**config.mk**
```make
export PLATFORM = sky130hd
export DESIGN_NAME = tlc_front
export DESIGN_NICKNAME = d
export VERILOG_FILES = /design/src/hdl/tlc_pkg.sv /design/src/hdl/tlc_front.sv
export SDC_FILE = /design/constraint.sdc
export NUM_CORES = 1
export LEC_CHECK = 0
export ABC_AREA = 1
export BUFFER_PORTS_ARGS = -buffer_cell sky130_fd_sc_hd__buf_2
export CAP_MARGIN = 15
export CORE_UTILIZATION = 49
export DETAILED_ROUTE_END_ITERATION = 8
export PLACE_DENSITY = 0.79
export SLEW_MARGIN = 40
export SYNTH_ARGS = -nofsm -noshare
export SYNTH_HDL_FRONTEND = slang
export SYNTH_SLANG_ARGS = --single-unit
export TNS_END_PERCENT = 1
```
**constraint.sdc**
```tcl
create_clock -name i_clk -period 3.3 [get_ports i_clk]
set_input_delay 0.33 -clock i_clk [delete_from_list [all_inputs] [get_ports i_clk]]
set_output_delay 0.33 -clock i_clk [all_outputs]
set_load 0.03 [all_outputs]
```
**src/hdl/tlc_pkg.sv**
```systemverilog
// ----------------------------------------------------------------------------
// tlc_pkg
// Shared types and constants of the two-level inclusive LRU cache unit.
// ----------------------------------------------------------------------------
package tlc_pkg;

    localparam int ADDR_W = 32;
    localparam int LAT_W  = 10;
    localparam int CYC_W  = 12;
    localparam int CNT_W  = 32;
    localparam int CIDX_W = 2;

    // configuration register indexes
    localparam logic [CIDX_W-1:0] CFG_WALLOC  = 2'd0;
    localparam logic [CIDX_W-1:0] CFG_L1_LAT  = 2'd1;
    localparam logic [CIDX_W-1:0] CFG_L2_LAT  = 2'd2;
    localparam logic [CIDX_W-1:0] CFG_MEM_LAT = 2'd3;

    typedef struct packed {
        logic             write_allocate;
        logic [LAT_W-1:0] l1_latency;
        logic [LAT_W-1:0] l2_latency;
        logic [LAT_W-1:0] memory_latency;
    } t_cfg;

    typedef struct packed {
        logic              func;
        logic [ADDR_W-1:0] address;
        logic              alloc;
    } t_req;

    typedef struct packed {
        logic             l1_hit;
        logic             l2_hit;
        logic             memory_used;
        logic [CYC_W-1:0] access_cycles;
    } t_res;

    typedef struct packed {
        logic [CNT_W-1:0] l1_access;
        logic [CNT_W-1:0] l1_miss;
        logic [CNT_W-1:0] l2_access;
        logic [CNT_W-1:0] l2_miss;
        logic [CNT_W-1:0] memory;
    } t_stats;

endpackage

```
**src/hdl/tlc_front.sv**
```systemverilog
// ----------------------------------------------------------------------------
// tlc_front
// Accepts accesses, classifies them (allocate or write-around) and queues them.
// ----------------------------------------------------------------------------
module tlc_front (
    input  logic          i_clk,
    input  logic          i_rst_n,
    input  logic          i_start,
    input  logic          i_func,
    input  logic [31:0]   i_address,
    input  tlc_pkg::t_cfg i_cfg,
    input  logic          i_clearing,
    input  logic          i_take,
    output logic          o_busy,
    output logic          o_req_vld,
    output tlc_pkg::t_req o_req
);
    import tlc_pkg::*;

    t_req        r_q [2];
    logic        r_wp, r_rp;
    logic [1:0]  r_cnt;
    logic        n_wp, n_rp;
    logic [1:0]  n_cnt;
    logic        push, pop;

    assign o_busy    = i_clearing || (r_cnt == 2'd2);
    assign push      = i_start && !o_busy;
    assign pop       = i_take && (r_cnt != 2'd0);
    assign o_req_vld = (r_cnt != 2'd0);
    assign o_req     = r_q[r_rp];

    always_comb begin
        n_wp  = push ? ~r_wp : r_wp;
        n_rp  = pop  ? ~r_rp : r_rp;
        n_cnt = r_cnt + 2'(push) - 2'(pop);
    end

    always_ff @(posedge i_clk) begin
        if (!i_rst_n) begin
            r_wp  <= 1'b0;
            r_rp  <= 1'b0;
            r_cnt <= 2'd0;
        end else begin
            r_wp  <= n_wp;
            r_rp  <= n_rp;
            r_cnt <= n_cnt;
        end
    end

    always_ff @(posedge i_clk) begin
        if (push) begin
            r_q[r_wp].func    <= i_func;
            r_q[r_wp].address <= i_address;
            r_q[r_wp].alloc   <= !i_func || i_cfg.write_allocate;
        end
    end

endmodule

```
==> summary.md <==
| Metric | Value |
|---|---|
| Max transition margin | `0.630` |
| DPL Wire Length | `3160 um` |
| Syn Inst Count | `around 150` |
| Core Box Area | `around 0.0056 mm^2` |
| DR WL/cell | `14.7 um` |
| Hold WC Path Type | `in2reg` |
| Worst setup EP type | `output port` |
| H-tree depth | `3` |
| Pwr Density | `between 700 and 800 mW/mm^2` |
| CP delay by family, top | `flip-flops` |
| Clock Tree Root | `clkbuf_8` |
| Peak VDD IR | `445 uV` |
| Placer Congestion | `0.676` |
| Ant. Diodes | `0` |
| Grt total ovfl | `0` |
| RSZ-0062 raised after global routing | `false` |
| Clock Pin Slew Worst Setup and Hold Paths | `~0.080 ns` |
| Die Ht | `78.6 um` |
| Crit path cell chain | `buf_4 -> mux2_2 -> buf_2` |
| Leakage | `around 1.4 nW` |
| Final worst-path cycle share | `0.668` |
| Slowest-stage cell, CP | `dfxtp_2` |
| Drt first-iter violations | `a little over 80` |
| Clock Latency Late Sink | `approximately 0.34 ns` |
| Seq/Total Area, Yosys | `0.746` |
| Status | `completed` |
| DIE WIDTH | `78.6 um` |
| Largest area contributor in the netlist | `edfxtp_1` |
| Full die area | `roughly 0.0062 mm^2` |
| Max-Cap Viols | `0` |
| Setup repair bufs after CTS | `0` |
| Slew Limit Fails | `0` |
| CP max stage delay | `0.66 ns` |
| Critical Path AT | `roughly 1.9 ns` |
| Detailed Route WL | `between 4000 and 5000 um` |
| Mapped Avg Cell Area | `between 15 and 20 um^2` |
| Crit path max fanout | `16` |
| Hold Vio Cnt, Final | `0` |
| Resize count post-CTS | `0` |
| CTS sink cnt | `73` |
| Final net count | `304` |
| Fin crit period | `around 2.2 ns` |
| Final setup vio count | `0` |
| CP required | `about 3.0 ns` |
| Fin cells | `between 300 and 400` |
| Total negative slack | `0 ns` |
| Vias in the first global route | `about 1500` |
| TritonRoute pass-1 iters | `4` |
| Initial antenna violation count | `0` |
| Worst Tran Pin Value | `around 0.55 ns` |
| Final worst clock skew | `between 0.01 and 0.015 ns` |
| Post-route ant nets | `0` |
| Yosys cell types | `14` |
| CP startpoint kind | `register` |
| Placed cell count | `between 200 and 300` |
| Yosys warning count | `0` |
| Vias | `about 1500` |
| Max Buffers Root-to-Sink | `2` |
| Area growth from synthesis to layout | `22.7%` |
| Fmax | `about 450 MHz` |
| Synth area leaders | `edfxtp_1 (71%), mux2_4 (16%), dfxtp_1 (3.5%), buf_12 (2.1%), mux2_2 (1.6%)` |
| Yosys top cell area share | `0.711` |
| PortBufs | `between 70 and 80` |
| Syn nets | `approximately 220` |
| DRC errors left | `0` |
| CTS Buf Count | `9` |
| TritonCTS clock tree | `done` |
| Crit path kind | `reg2out` |
| Synth Register Bits | `73` |
| Fraction of layout cells with a size suffix above 1 | `0.550` |
| Rows | `27` |
| I/O pins | `about 110` |
| Synthesized area | `approximately 0.0029 mm^2` |
| Pin count of the biggest net entering global routing | `22` |
| First-pass GRT wire length | `roughly 7000 um` |
| Vias per inst | `about 4.8` |
| Starting Density | `0.515` |
| Final-layout fill cell count | `between 400 and 500` |
| WP buf/inv | `2` |
| Global Route Usage Sum | `0.161` |
| Hold_buf cts | `0` |
layer usage:
layer / GRT usage / wire, um
met1: 0.175 / 1890
met5: 0 / 0
met3: 0.0570 / 263
met4: 0.0833 / 78
met2: 0.275 / 2330
state kept, by name (all words and copies together), names as in the netlist, named ones only:
| register | cells |
|---|---|
| r_q | 68 |
| r_cnt | 2 |
| r_rp | 1 |
| r_wp | 1 |
kinds of logic (layout without fill, tap and decap cells):
group,after synthesis,after routing,share of synthesized area
adders and majority gates,2,2,0.00871
DFF,73,73,0.746
muxes,34,34,0.172
AOI/OAI and AO/OA,2,2,0.00435
and+or+nand+nor,21,21,0.0296
buffers and inverters,15,106,0.0392
cell usage after synthesis (all sizes together):
master	count
nand3	3
nand2	11
edfxtp	68
ha	2
nor2	6
a21oi	1
o21a	1
buf	4
nand4	1
dfxtp	5
mux2	34
inv	11
where the power goes:
part	internal [W]	switching [W]
clock network	0.000352	0.000328
registers	0.00110	0.0000535
logic	0.000290	0.000404
total	0.00174	0.000786
worst paths after layout:
kind                  from         end  slack (ns)  cells after the start
max               register    o_req[1]        1.10                      3
min          i_address[20]  r_q[1][21]        0.17                      1
max reg2reg       r_cnt[0]   r_q[0][0]        1.62                      5
min reg2reg           r_rp        r_rp        0.51                      2
cells in the final DEF, fill, tap and decap left out:
cell / count
a21oi_1: 1
clkbuf_1: 1
mux2_2: 4
nor2_1: 5
inv_2: 1
edfxtp_1: 68
buf_2: 74
o21a_1: 1
dfxtp_2: 1
buf_4: 4
clkinv_4: 3
nand4_1: 1
clkinvlp_4: 1
dfxtp_1: 4
clkinv_2: 1
bufinv_16: 1
inv_1: 10
nand3_1: 3
nor2_4: 1
clkbuf_8: 9
buf_16: 1
nand2_1: 11
mux2_4: 30
ha_1: 2
final cells by class:
cell class                      instances  area, um^2  share of cell area
Sequential cell                        73        2140               0.608
Multi-Input combinational cell         59         626               0.177
Timing Repair Buffer                   79         428               0.121
Clock buffer                           10         128              0.0362
Tap cell                               72        90.1              0.0256
Clock inverter                          6        68.8              0.0195
Inverter                               11        41.3              0.0117
stage by stage:
stage	hold slack (ns)	util	total power [W]	setup WS (ns)	instance area, um^2
floorplan	0.423	-	0.00173	0.851	2870
global placement	0.469	0.592	0.00185	1.41	3300
CTS	0.152	0.632	0.00256	1.03	3520
global route	0.153	0.632	0.00263	0.986	3520
detailed placement	0.478	0.597	0.00188	1.34	3330
finish	0.168	0.632	0.00253	1.10	3520
(Power assumes the default switching activity.)
